--- config.mk ---
export PLATFORM = sky130hd
export DESIGN_NAME = pid_with_safety_filter_core
export DESIGN_NICKNAME = d
export VERILOG_FILES = /design/src/design/pwsf_pkg.sv /design/src/design/pwsf_mul.sv /design/src/design/pwsf_datapath.sv /design/src/design/pwsf_ctrl.sv /design/src/design/pid_with_safety_filter_core.sv
export SDC_FILE = /design/constraint.sdc
export NUM_CORES = 2
export LEC_CHECK = 0
export BUFFER_PORTS_ARGS = -buffer_cell sky130_fd_sc_hd__buf_4
export CORE_MARGIN = 4
export CORE_UTILIZATION = 64
export CTS_CLUSTER_DIAMETER = 80
export DETAILED_ROUTE_END_ITERATION = 7
export PLACE_DENSITY = 0.79
export SETUP_SLACK_MARGIN = 0.5
export SLEW_MARGIN = 30
export SYNTH_ARGS = -nofsm -noshare
export SYNTH_HDL_FRONTEND = slang
export SYNTH_SLANG_ARGS = --single-unit
--- constraint.sdc ---
create_clock -name clock -period 12.6 [get_ports clock]
set_input_delay 1.26 -clock clock [delete_from_list [all_inputs] [get_ports clock]]
set_output_delay 1.26 -clock clock [all_outputs]
set_load 0.005 [all_outputs]
--- src/design/pwsf_pkg.sv ---
// ----------------------------------------------------------------------------
// pwsf_pkg: shared types and constants
// Widths, reset values, thresholds and controller-to-datapath command codes
// for the PID controller with a safety filter.
// ----------------------------------------------------------------------------
package pwsf_pkg;

   // Field and internal widths
   localparam int DATA_W   = 32;   // gains, period, setpoint, measurement
   localparam int ERR_W    = 33;   // error, Q17.16
   localparam int DERR_W   = 34;   // error difference
   localparam int OPND_W   = 34;   // multiplier operand
   localparam int PROD_W   = 2 * OPND_W;
   localparam int INTEG_W  = 48;   // integral, Q16.32
   localparam int ISUM_W   = 50;   // integral plus increment before saturation
   localparam int DERIV_W  = 50;   // derivative, Q.16
   localparam int SPLIT_W  = 24;   // low half of a split operand
   localparam int LONG_W   = 84;   // recombined split product
   localparam int CAND_W   = 60;   // PID candidate, Q.16
   localparam int SENS_W   = 16;   // current and temperature, Q8.8
   localparam int DRIVE_W  = 17;   // command, Q1.16
   localparam int CAUSE_W  = 3;
   localparam int CSR_IDX_W = 3;

   // Register reset values
   localparam logic [DATA_W-1:0] PROP_GAIN_RST  = 32'd41943;
   localparam logic [DATA_W-1:0] INTEG_GAIN_RST = 32'd301990;
   localparam logic [DATA_W-1:0] DERIV_GAIN_RST = 32'd1342;
   localparam logic [DATA_W-1:0] TIME_STEP_RST  = 32'd4294967;
   localparam logic [DATA_W-1:0] INV_STEP_RST   = 32'd65536000;

   // Safety thresholds, Q8.8
   localparam logic signed [SENS_W-1:0] TEMP_STOP     = 16'sd20480;  // 80 C
   localparam logic signed [SENS_W-1:0] TEMP_DERATE   = 16'sd17920;  // 70 C
   localparam logic signed [SENS_W-1:0] CURRENT_LIMIT = 16'sd1024;   // 4 A

   // Command limits, Q1.16
   localparam logic [DRIVE_W-1:0] LIM_STOP    = 17'd0;
   localparam logic [DRIVE_W-1:0] LIM_DERATE  = 17'd49152;
   localparam logic [DRIVE_W-1:0] LIM_CURRENT = 17'd32768;
   localparam logic [DRIVE_W-1:0] LIM_FULL    = 17'd65536;

   typedef enum logic [CSR_IDX_W-1:0] {
      CSR_PROP_GAIN  = 3'd0,
      CSR_INTEG_GAIN = 3'd1,
      CSR_DERIV_GAIN = 3'd2,
      CSR_TIME_STEP  = 3'd3,
      CSR_INV_STEP   = 3'd4
   } csr_index_type;

   typedef enum logic [CAUSE_W-1:0] {
      CAUSE_ALLOWED       = 3'd0,
      CAUSE_DEADLINE_STOP = 3'd1,
      CAUSE_THERMAL_STOP  = 3'd2,
      CAUSE_THERMAL_DERATE = 3'd3,
      CAUSE_CURRENT_CLIP  = 3'd4
   } cause_type;

   // Operand pair presented to the shared multiplier
   typedef enum logic [2:0] {
      MUL_ERR_TS   = 3'd0,
      MUL_DERR_ITS = 3'd1,
      MUL_PG_ERR   = 3'd2,
      MUL_IG_HI    = 3'd3,
      MUL_IG_LO    = 3'd4,
      MUL_DG_HI    = 3'd5,
      MUL_DG_LO    = 3'd6
   } mul_sel_type;

   // What the datapath does with the registered product
   typedef enum logic [3:0] {
      WB_NONE       = 4'd0,
      WB_INTEG      = 4'd1,
      WB_DERIV      = 4'd2,
      WB_PROP       = 4'd3,
      WB_HOLD       = 4'd4,
      WB_INTEG_TERM = 4'd5,
      WB_DERIV_TERM = 4'd6,
      WB_FILTER     = 4'd7
   } wb_sel_type;

   typedef struct packed {
      logic        load;
      mul_sel_type mul_sel;
      wb_sel_type  wb_sel;
   } dp_cmd_type;

endpackage

--- src/design/pwsf_mul.sv ---
// ----------------------------------------------------------------------------
// pwsf_mul: shared signed multiplier
// One 34x34 signed multiply per cycle, product registered.
// ----------------------------------------------------------------------------
module pwsf_mul
   import pwsf_pkg::*;
(
   input  logic                     clock,
   input  logic signed [OPND_W-1:0] mul_a,
   input  logic signed [OPND_W-1:0] mul_b,
   output logic signed [PROD_W-1:0] product
);

   logic signed [PROD_W-1:0] product_ff;
   logic signed [PROD_W-1:0] product_in;

   assign product_in = mul_a * mul_b;

   always_ff @(posedge clock) begin
      product_ff <= product_in;
   end

   assign product = product_ff;

endmodule

--- src/design/pwsf_datapath.sv ---
// ----------------------------------------------------------------------------
// pwsf_datapath: PID arithmetic and safety filter
// Holds the registers, the loop state and the operand words, drives the
// shared multiplier and folds each product in as the controller commands.
// ----------------------------------------------------------------------------
module pwsf_datapath
   import pwsf_pkg::*;
(
   input  logic                     clock,
   input  logic                     reset,
   // register writes
   input  logic                     csr_we,
   input  logic [CSR_IDX_W-1:0]     csr_index,
   input  logic [DATA_W-1:0]        csr_wdata,
   // input word
   input  logic signed [DATA_W-1:0] req_target,
   input  logic signed [DATA_W-1:0] req_measured,
   input  logic signed [SENS_W-1:0] req_motor_current,
   input  logic signed [SENS_W-1:0] req_temperature,
   input  logic                     req_deadline_miss,
   // control
   input  dp_cmd_type               cmd,
   // result word
   output logic [DRIVE_W-1:0]       rsp_drive,
   output logic                     rsp_clipped,
   output logic [CAUSE_W-1:0]       rsp_cause
);

   // configuration
   logic signed [DATA_W-1:0] prop_gain_ff, integ_gain_ff, deriv_gain_ff;
   logic [DATA_W-1:0]        time_step_ff, inv_step_ff;
   logic signed [DATA_W-1:0] prop_gain_in, integ_gain_in, deriv_gain_in;
   logic [DATA_W-1:0]        time_step_in, inv_step_in;

   // loop state
   logic signed [INTEG_W-1:0] integral_sum_ff, integral_sum_in;
   logic signed [ERR_W-1:0]   last_error_ff, last_error_in;

   // working registers for one tick
   logic signed [ERR_W-1:0]    err_ff, err_in;
   logic signed [DERR_W-1:0]   derr_ff, derr_in;
   logic signed [SENS_W-1:0]   cur_ff, cur_in;
   logic signed [SENS_W-1:0]   temp_ff, temp_in;
   logic                       miss_ff, miss_in;
   logic signed [INTEG_W-1:0]  integ_ff, integ_in;
   logic signed [DERIV_W-1:0]  deriv_ff, deriv_in;
   logic signed [PROD_W-1:0]   part_ff, part_in;
   logic signed [CAND_W-1:0]   cand_ff, cand_in;
   logic [DRIVE_W-1:0]         drive_ff, drive_in;
   logic                       clipped_ff, clipped_in;
   logic [CAUSE_W-1:0]         cause_ff, cause_in;

   logic signed [OPND_W-1:0] mul_a, mul_b;
   logic signed [PROD_W-1:0] prod;

   logic signed [ERR_W-1:0]  err_new;
   logic signed [ISUM_W-1:0] isum_wide;
   logic signed [LONG_W-1:0] long_sum;
   logic [DRIVE_W-1:0]       lim;
   cause_type                cause_sel;
   logic                     cand_neg, cand_over;

   // ---- register writes ----
   always_comb begin
      prop_gain_in  = prop_gain_ff;
      integ_gain_in = integ_gain_ff;
      deriv_gain_in = deriv_gain_ff;
      time_step_in  = time_step_ff;
      inv_step_in   = inv_step_ff;
      if (csr_we) begin
         unique case (csr_index)
            CSR_PROP_GAIN:  prop_gain_in  = csr_wdata;
            CSR_INTEG_GAIN: integ_gain_in = csr_wdata;
            CSR_DERIV_GAIN: deriv_gain_in = csr_wdata;
            CSR_TIME_STEP:  time_step_in  = csr_wdata;
            CSR_INV_STEP:   inv_step_in   = csr_wdata;
            default: ;
         endcase
      end
   end

   // ---- multiplier operands ----
   always_comb begin
      unique case (cmd.mul_sel)
         MUL_ERR_TS: begin
            mul_a = OPND_W'(err_ff);
            mul_b = $signed({2'b00, time_step_ff});
         end
         MUL_DERR_ITS: begin
            mul_a = derr_ff;
            mul_b = $signed({2'b00, inv_step_ff});
         end
         MUL_PG_ERR: begin
            mul_a = OPND_W'(prop_gain_ff);
            mul_b = OPND_W'(err_ff);
         end
         MUL_IG_HI: begin
            mul_a = OPND_W'(integ_gain_ff);
            mul_b = OPND_W'($signed(integ_ff[INTEG_W-1:SPLIT_W]));
         end
         MUL_IG_LO: begin
            mul_a = OPND_W'(integ_gain_ff);
            mul_b = $signed({{(OPND_W-SPLIT_W){1'b0}}, integ_ff[SPLIT_W-1:0]});
         end
         MUL_DG_HI: begin
            mul_a = OPND_W'(deriv_gain_ff);
            mul_b = OPND_W'($signed(deriv_ff[DERIV_W-1:SPLIT_W]));
         end
         MUL_DG_LO: begin
            mul_a = OPND_W'(deriv_gain_ff);
            mul_b = $signed({{(OPND_W-SPLIT_W){1'b0}}, deriv_ff[SPLIT_W-1:0]});
         end
         default: begin
            mul_a = '0;
            mul_b = '0;
         end
      endcase
   end

   pwsf_mul u_mul (
      .clock   (clock),
      .mul_a   (mul_a),
      .mul_b   (mul_b),
      .product (prod)
   );

   // ---- arithmetic on the product ----
   assign err_new = ERR_W'(req_target) - ERR_W'(req_measured);

   // integral candidate; increment is floor(err*ts / 2^16)
   assign isum_wide = ISUM_W'(integral_sum_ff) + ISUM_W'($signed(prod[64:16]));

   // split product recombined: part * 2^24 + low product
   assign long_sum = (LONG_W'(part_ff) <<< SPLIT_W) + LONG_W'(prod);

   // safety priorities; both stops are a clamp to zero
   always_comb begin
      priority if (miss_ff) begin
         lim = LIM_STOP;     cause_sel = CAUSE_DEADLINE_STOP;
      end else if (temp_ff >= TEMP_STOP) begin
         lim = LIM_STOP;     cause_sel = CAUSE_THERMAL_STOP;
      end else if (temp_ff >= TEMP_DERATE) begin
         lim = LIM_DERATE;   cause_sel = CAUSE_THERMAL_DERATE;
      end else if (cur_ff >= CURRENT_LIMIT) begin
         lim = LIM_CURRENT;  cause_sel = CAUSE_CURRENT_CLIP;
      end else begin
         lim = LIM_FULL;     cause_sel = CAUSE_ALLOWED;
      end
   end

   assign cand_neg  = cand_ff[CAND_W-1];
   assign cand_over = cand_ff > $signed({{(CAND_W-DRIVE_W){1'b0}}, lim});

   always_comb begin
      err_in          = err_ff;
      derr_in         = derr_ff;
      cur_in          = cur_ff;
      temp_in         = temp_ff;
      miss_in         = miss_ff;
      integ_in        = integ_ff;
      deriv_in        = deriv_ff;
      part_in         = part_ff;
      cand_in         = cand_ff;
      drive_in        = drive_ff;
      clipped_in      = clipped_ff;
      cause_in        = cause_ff;
      integral_sum_in = integral_sum_ff;
      last_error_in   = last_error_ff;

      if (cmd.load) begin
         err_in  = err_new;
         derr_in = DERR_W'(err_new) - DERR_W'(last_error_ff);
         cur_in  = req_motor_current;
         temp_in = req_temperature;
         miss_in = req_deadline_miss;
      end

      unique case (cmd.wb_sel)
         WB_NONE: ;
         WB_INTEG: begin
            // saturate to the 48-bit range
            if (isum_wide[ISUM_W-1:INTEG_W-1] == '0 ||
                isum_wide[ISUM_W-1:INTEG_W-1] == '1) begin
               integ_in = isum_wide[INTEG_W-1:0];
            end else if (isum_wide[ISUM_W-1]) begin
               integ_in = {1'b1, {(INTEG_W-1){1'b0}}};
            end else begin
               integ_in = {1'b0, {(INTEG_W-1){1'b1}}};
            end
         end
         WB_DERIV:      deriv_in = prod[DERIV_W+15:16];
         WB_PROP:       cand_in  = CAND_W'($signed(prod[PROD_W-1:24]));
         WB_HOLD:       part_in  = prod;
         WB_INTEG_TERM: cand_in  = cand_ff + CAND_W'($signed(long_sum[LONG_W-1:40]));
         WB_DERIV_TERM: cand_in  = cand_ff + long_sum[CAND_W+23:24];
         WB_FILTER: begin
            cause_in   = cause_sel;
            clipped_in = cand_neg || cand_over;
            if (cand_neg) begin
               drive_in = '0;
            end else if (cand_over) begin
               drive_in = lim;
            end else begin
               drive_in = cand_ff[DRIVE_W-1:0];
            end
            // anti-windup: keep the integral only when the command is unclipped
            if (!(cand_neg || cand_over)) begin
               integral_sum_in = integ_ff;
            end
            last_error_in = err_ff;
         end
         default: ;
      endcase
   end

   always_ff @(posedge clock) begin
      if (reset) begin
         prop_gain_ff    <= PROP_GAIN_RST;
         integ_gain_ff   <= INTEG_GAIN_RST;
         deriv_gain_ff   <= DERIV_GAIN_RST;
         time_step_ff    <= TIME_STEP_RST;
         inv_step_ff     <= INV_STEP_RST;
         integral_sum_ff <= '0;
         last_error_ff   <= '0;
      end else begin
         prop_gain_ff    <= prop_gain_in;
         integ_gain_ff   <= integ_gain_in;
         deriv_gain_ff   <= deriv_gain_in;
         time_step_ff    <= time_step_in;
         inv_step_ff     <= inv_step_in;
         integral_sum_ff <= integral_sum_in;
         last_error_ff   <= last_error_in;
      end
   end

   always_ff @(posedge clock) begin
      err_ff     <= err_in;
      derr_ff    <= derr_in;
      cur_ff     <= cur_in;
      temp_ff    <= temp_in;
      miss_ff    <= miss_in;
      integ_ff   <= integ_in;
      deriv_ff   <= deriv_in;
      part_ff    <= part_in;
      cand_ff    <= cand_in;
      drive_ff   <= drive_in;
      clipped_ff <= clipped_in;
      cause_ff   <= cause_in;
   end

   assign rsp_drive   = drive_ff;
   assign rsp_clipped = clipped_ff;
   assign rsp_cause   = cause_ff;

endmodule

--- src/design/pwsf_ctrl.sv ---
// ----------------------------------------------------------------------------
// pwsf_ctrl: tick sequencer
// Steps the datapath through eight arithmetic steps (seven products) and the
// filter, and owns both handshakes.
// ----------------------------------------------------------------------------
module pwsf_ctrl
   import pwsf_pkg::*;
(
   input  logic       clock,
   input  logic       reset,
   input  logic       req_valid,
   output logic       req_ready,
   output logic       rsp_valid,
   input  logic       rsp_ready,
   output dp_cmd_type cmd
);

   typedef enum logic [9:0] {
      S_IDLE = 10'b0000000001,
      S_M1   = 10'b0000000010,
      S_M2   = 10'b0000000100,
      S_M3   = 10'b0000001000,
      S_M4   = 10'b0000010000,
      S_M5   = 10'b0000100000,
      S_M6   = 10'b0001000000,
      S_M7   = 10'b0010000000,
      S_M8   = 10'b0100000000,
      S_FILT = 10'b1000000000
   } state_type;

   state_type state_ff, state_in;
   logic      rsp_valid_ff, rsp_valid_in;
   logic      out_free;

   // output register can take a word this cycle
   assign out_free = !rsp_valid_ff || rsp_ready;

   always_comb begin
      state_in    = state_ff;
      cmd.load    = 1'b0;
      cmd.mul_sel = MUL_ERR_TS;
      cmd.wb_sel  = WB_NONE;
      unique case (state_ff)
         S_IDLE: begin
            if (req_valid) begin
               cmd.load = 1'b1;
               state_in = S_M1;
            end
         end
         S_M1: begin
            cmd.mul_sel = MUL_ERR_TS;
            state_in    = S_M2;
         end
         S_M2: begin
            cmd.mul_sel = MUL_DERR_ITS;
            cmd.wb_sel  = WB_INTEG;
            state_in    = S_M3;
         end
         S_M3: begin
            cmd.mul_sel = MUL_PG_ERR;
            cmd.wb_sel  = WB_DERIV;
            state_in    = S_M4;
         end
         S_M4: begin
            cmd.mul_sel = MUL_IG_HI;
            cmd.wb_sel  = WB_PROP;
            state_in    = S_M5;
         end
         S_M5: begin
            cmd.mul_sel = MUL_IG_LO;
            cmd.wb_sel  = WB_HOLD;
            state_in    = S_M6;
         end
         S_M6: begin
            cmd.mul_sel = MUL_DG_HI;
            cmd.wb_sel  = WB_INTEG_TERM;
            state_in    = S_M7;
         end
         S_M7: begin
            cmd.mul_sel = MUL_DG_LO;
            cmd.wb_sel  = WB_HOLD;
            state_in    = S_M8;
         end
         S_M8: begin
            cmd.wb_sel = WB_DERIV_TERM;
            state_in   = S_FILT;
         end
         S_FILT: begin
            if (out_free) begin
               cmd.wb_sel = WB_FILTER;
               state_in   = S_IDLE;
            end
         end
         default: state_in = S_IDLE;
      endcase
   end

   always_comb begin
      rsp_valid_in = rsp_valid_ff && !rsp_ready;
      if (state_ff == S_FILT && out_free) begin
         rsp_valid_in = 1'b1;
      end
   end

   always_ff @(posedge clock) begin
      if (reset) begin
         state_ff     <= S_IDLE;
         rsp_valid_ff <= 1'b0;
      end else begin
         state_ff     <= state_in;
         rsp_valid_ff <= rsp_valid_in;
      end
   end

   assign req_ready = (state_ff == S_IDLE);
   assign rsp_valid = rsp_valid_ff;

endmodule

--- src/design/pid_with_safety_filter_core.sv ---
// ----------------------------------------------------------------------------
// pid_with_safety_filter_core: PID controller with safety filter
// One input word is one control tick; one result word comes back per tick.
// ----------------------------------------------------------------------------
// Each tick forms error = target - measured, a candidate integral (saturated
// to 48 bits), a derivative scaled by the configured 1/dt, and the PID sum,
// then filters it: missed deadline or 80 C stops (drive 0), 70 C derates to
// 0..0.75, 4 A clips to 0..0.5, else 0..1. The integral is kept only when
// the command was not clipped. Once accepted, a word runs through the
// sequencing states S_M1 to S_M8, which issue seven products on the single
// shared 34x34 multiplier (the integral and derivative terms are each split
// into two halves), then through the filter state S_FILT. A new word is
// accepted only in the idle state after the filter. The result sits in an
// output register, so the next word is taken and computed while it waits;
// only the filter step waits for it to drain. Registers are to be written
// through csr_* only while no tick is in flight, unchecked by the core.
// ----------------------------------------------------------------------------
module pid_with_safety_filter_core
   import pwsf_pkg::*;
(
   input  logic                     clock,
   input  logic                     reset,
   // input words
   input  logic                     req_valid,
   output logic                     req_ready,
   input  logic signed [DATA_W-1:0] req_target,
   input  logic signed [DATA_W-1:0] req_measured,
   input  logic signed [SENS_W-1:0] req_motor_current,
   input  logic signed [SENS_W-1:0] req_temperature,
   input  logic                     req_deadline_miss,
   // result words
   output logic                     rsp_valid,
   input  logic                     rsp_ready,
   output logic [DRIVE_W-1:0]       rsp_drive,
   output logic                     rsp_clipped,
   output logic [CAUSE_W-1:0]       rsp_cause,
   // register write port
   input  logic                     csr_we,
   input  logic [CSR_IDX_W-1:0]     csr_index,
   input  logic [DATA_W-1:0]        csr_wdata
);

   dp_cmd_type cmd;

   // sequencer: handshakes and step commands
   pwsf_ctrl u_ctrl (
      .clock     (clock),
      .reset     (reset),
      .req_valid (req_valid),
      .req_ready (req_ready),
      .rsp_valid (rsp_valid),
      .rsp_ready (rsp_ready),
      .cmd       (cmd)
   );

   // arithmetic, loop state, registers and result word
   pwsf_datapath u_datapath (
      .clock             (clock),
      .reset             (reset),
      .csr_we            (csr_we),
      .csr_index         (csr_index),
      .csr_wdata         (csr_wdata),
      .req_target        (req_target),
      .req_measured      (req_measured),
      .req_motor_current (req_motor_current),
      .req_temperature   (req_temperature),
      .req_deadline_miss (req_deadline_miss),
      .cmd               (cmd),
      .rsp_drive         (rsp_drive),
      .rsp_clipped       (rsp_clipped),
      .rsp_cause         (rsp_cause)
   );

endmodule

==> metrics.txt <==
RSZ-0062 raised after global routing false; Synth Instances 8783; row count about 130; Worst-Margin Slew 1090 ps; drt via density 6.33; Synth cell types approximately 100; htree depth 3; worst setup path category reg -> reg; DR top layer met5; met3 wire len 36.5 mm; routed length per instance 25.4 µm; area of the multi-input gates around 0.057 mm²; share of synthesized registers carrying an async set or reset 0; CTS Sinks 640; worst hold path class reg -> reg; IO Pins 160; vias in the first global route 67.1k; WP data required between 10000 and 15000 ps; Critical Path AT 12100 ps; P&R area growth vs syn 7.90%; outcome finished, final reports clean; most frequent cell on the critical path fa_1; drt initial violations 7700; EDFF count, synth 320; Worst Setup Start Kind register; GPL Wtd Cong 1.04; M1 WL roughly 95 mm; GRT Util Overall 0.412; largest net degree at the start of global routing 102; Worst-Skew Late Latency around 660 ps; post-DP HPWL just over 200 mm; register area 0.0160 mm²; Die ar. 0.129 mm²; Die H 359 µm; final period utilization 0.917; f_max between 80 and 90 MHz; DIE WIDTH about 360 µm; port bufs 140; drt pass-1 iters 6; Post-Syn Area 0.0790 mm²; number of routed nets with antenna violations 0; layout cells sized above 1 0.0708; initial antenna violation count 31; vias post-DR 66.7k; TritonCTS Buffers 68; post-synth net total 10.7k; crit-path max cell delay around 700 ps; GR Overflow Total 0; fin nets 10.7k; Period minus WS final around 12000 ps; syn_area_per_cell about 9 µm²; Synth warnings 0; final setup fails 0; first-pass GRT wire length ~400 mm; TNS Setup 0 ps; CTS max path bufs 3; CTS tree built; number of fill cells 9415; hold buffer count at cts 0; skew final 51.1 ps; DRC 0; Synth Register Bits 640; WL met2 114 mm; sequential element share of the synthesized area 0.203; final hold vios 0; crit path capture type register; Crit-path slowest cell nor4b_1; initial cell density of the core 0.647; DRT Wirelength between 200 and 300 mm; clk slew on worst S/H paths ~60 ps; most frequent cells in the layout inv_1, nand2_1, fa_1, nor2_1, a21oi_1; Final Max Slew Viols 0; max-cap check violation count 0; Core Footprint 0.122 mm²; ys flop type edfxtp_1; Slew HR 0.273; root buffer cell clkbuf_16; peak fanout along the critical path 22; most common cell after layout, fill and taps aside inv_1
==> stage by stage <==
step	hold WS [ps]	setup slack [ps]	cells	utilization	cell area [µm²]
after floorplan	386	1810	8783	-	79000
after global placement	389	1280	10372	0.677	82800
after detailed placement	389	1110	10375	0.678	82800
after CTS	403	1070	10501	0.697	85100
after global routing	412	778	10502	0.697	85200
final	403	1040	10534	0.698	85300
==> layout make-up <==
| class | instances | share of cell area |
|---|---|---|
| repair buffers | 371 | 0.0332 |
| clock inverters | 38 | 0.00490 |
| flip-flops and latches | 640 | 0.188 |
| multi-input cells | 6371 | 0.667 |
| clock buffers | 88 | 0.0221 |
| inverters | 1368 | 0.0602 |
| well taps | 1625 | 0.0238 |
| diodes | 33 | 0.000969 |
==> worst max-delay path, delay by kind of cell, from the launching register on <==
kind	cells	cell delay, ps
adder cells (fa/ha/maj)	9	4490
AND/OR/NAND/NOR	12	2960
AO/OA/AOI/OAI	8	2120
buffers and inverters	8	1300
flip-flops	1	370
XOR/XNOR	1	140
==> worst paths after layout <==
path                            cells after the start  slack (ps)                         from                           end
worst max-delay path                               38        1040           u_ctrl.state_ff[2]  u_datapath.u_mul.product[61]
worst min-delay path                                0         400  u_datapath.u_mul.product[9]         u_datapath.part_ff[9]
worst min register to register                      0         400  u_datapath.u_mul.product[9]         u_datapath.part_ff[9]
worst max register to register                     38        1040           u_ctrl.state_ff[2]  u_datapath.u_mul.product[61]
==> sequential cells by signal, indices dropped and copies added (netlist names) <==
signal,count
u_datapath.u_mul.product,68
u_datapath.cand_ff,60
u_datapath.part_ff,60
u_datapath.deriv_ff,50
u_datapath.integ_ff,48
u_datapath.integral_sum_ff,48
u_datapath.derr_ff,34
u_datapath.err_ff,33
u_datapath.last_error_ff,33
u_datapath.deriv_gain_ff,32
u_datapath.integ_gain_ff,32
u_datapath.inv_step_ff,32
u_datapath.prop_gain_ff,32
u_datapath.time_step_ff,32
u_datapath.rsp_drive,17
u_ctrl.state_ff,10
u_datapath.temp_ff,7
u_datapath.cur_ff,6
u_datapath.rsp_cause,3
u_ctrl.rsp_valid,1
u_datapath.miss_ff,1
u_datapath.rsp_clipped,1
==> cell families (layout without fill, tap and decap cells) <==
kind of cell | Yosys count | in the layout | share of synthesized area
xor+xnor | 316 | 316 | 0.0352
other cells | 0 | 33 | 0
fa+ha+maj | 1745 | 1745 | 0.395
simple gates | 2673 | 2673 | 0.146
buf+inv | 1772 | 1865 | 0.0847
mux | 13 | 13 | 0.00168
compound gates | 1624 | 1624 | 0.135
flops | 640 | 640 | 0.203
==> per-layer routing <==
layer,track usage,vias to the layer above
met5,0,-
met4,0.286,16
met3,0.129,1041
met2,0.600,4301
met1,0.527,32752
li1,-,28557
==> cells in the mapped netlist (all sizes together), types with 23 or more instances <==
| library cell | instances | share of area |
|---|---|---|
| a211oi | 43 | 0.0044 |
| a21o | 201 | 0.019 |
| a21oi | 566 | 0.036 |
| a221o | 44 | 0.0056 |
| a221oi | 46 | 0.0060 |
| a22oi | 131 | 0.012 |
| a31oi | 29 | 0.0025 |
| and2 | 54 | 0.0043 |
| and3 | 42 | 0.0033 |
| buf | 33 | 0.0020 |
| clkbuf | 371 | 0.018 |
| dfxtp | 320 | 0.081 |
| edfxtp | 320 | 0.12 |
| fa | 1248 | 0.32 |
| ha | 497 | 0.079 |
| inv | 1367 | 0.065 |
| nand2 | 1277 | 0.061 |
| nand2b | 80 | 0.0063 |
| nand3 | 99 | 0.0063 |
| nand3b | 51 | 0.0048 |
| nand4 | 50 | 0.0040 |
| nor2 | 787 | 0.037 |
| nor2b | 56 | 0.0044 |
| nor3 | 55 | 0.0035 |
| nor4 | 28 | 0.0023 |
| o21a | 54 | 0.0051 |
| o21ai | 263 | 0.017 |
| o21bai | 47 | 0.0045 |
| o31ai | 23 | 0.0024 |
| or2 | 31 | 0.0025 |
| xnor2 | 188 | 0.021 |
| xor2 | 127 | 0.014 |
==> repair_timing <==
item,CTS,global route
gates resized for setup,0,1
buffers inserted,0,0
setup endpoints to repair,0,2
Power is left out: the tool's default activity adds up to more than one toggle a clock period on the data nets, which glitch-free logic cannot reach.
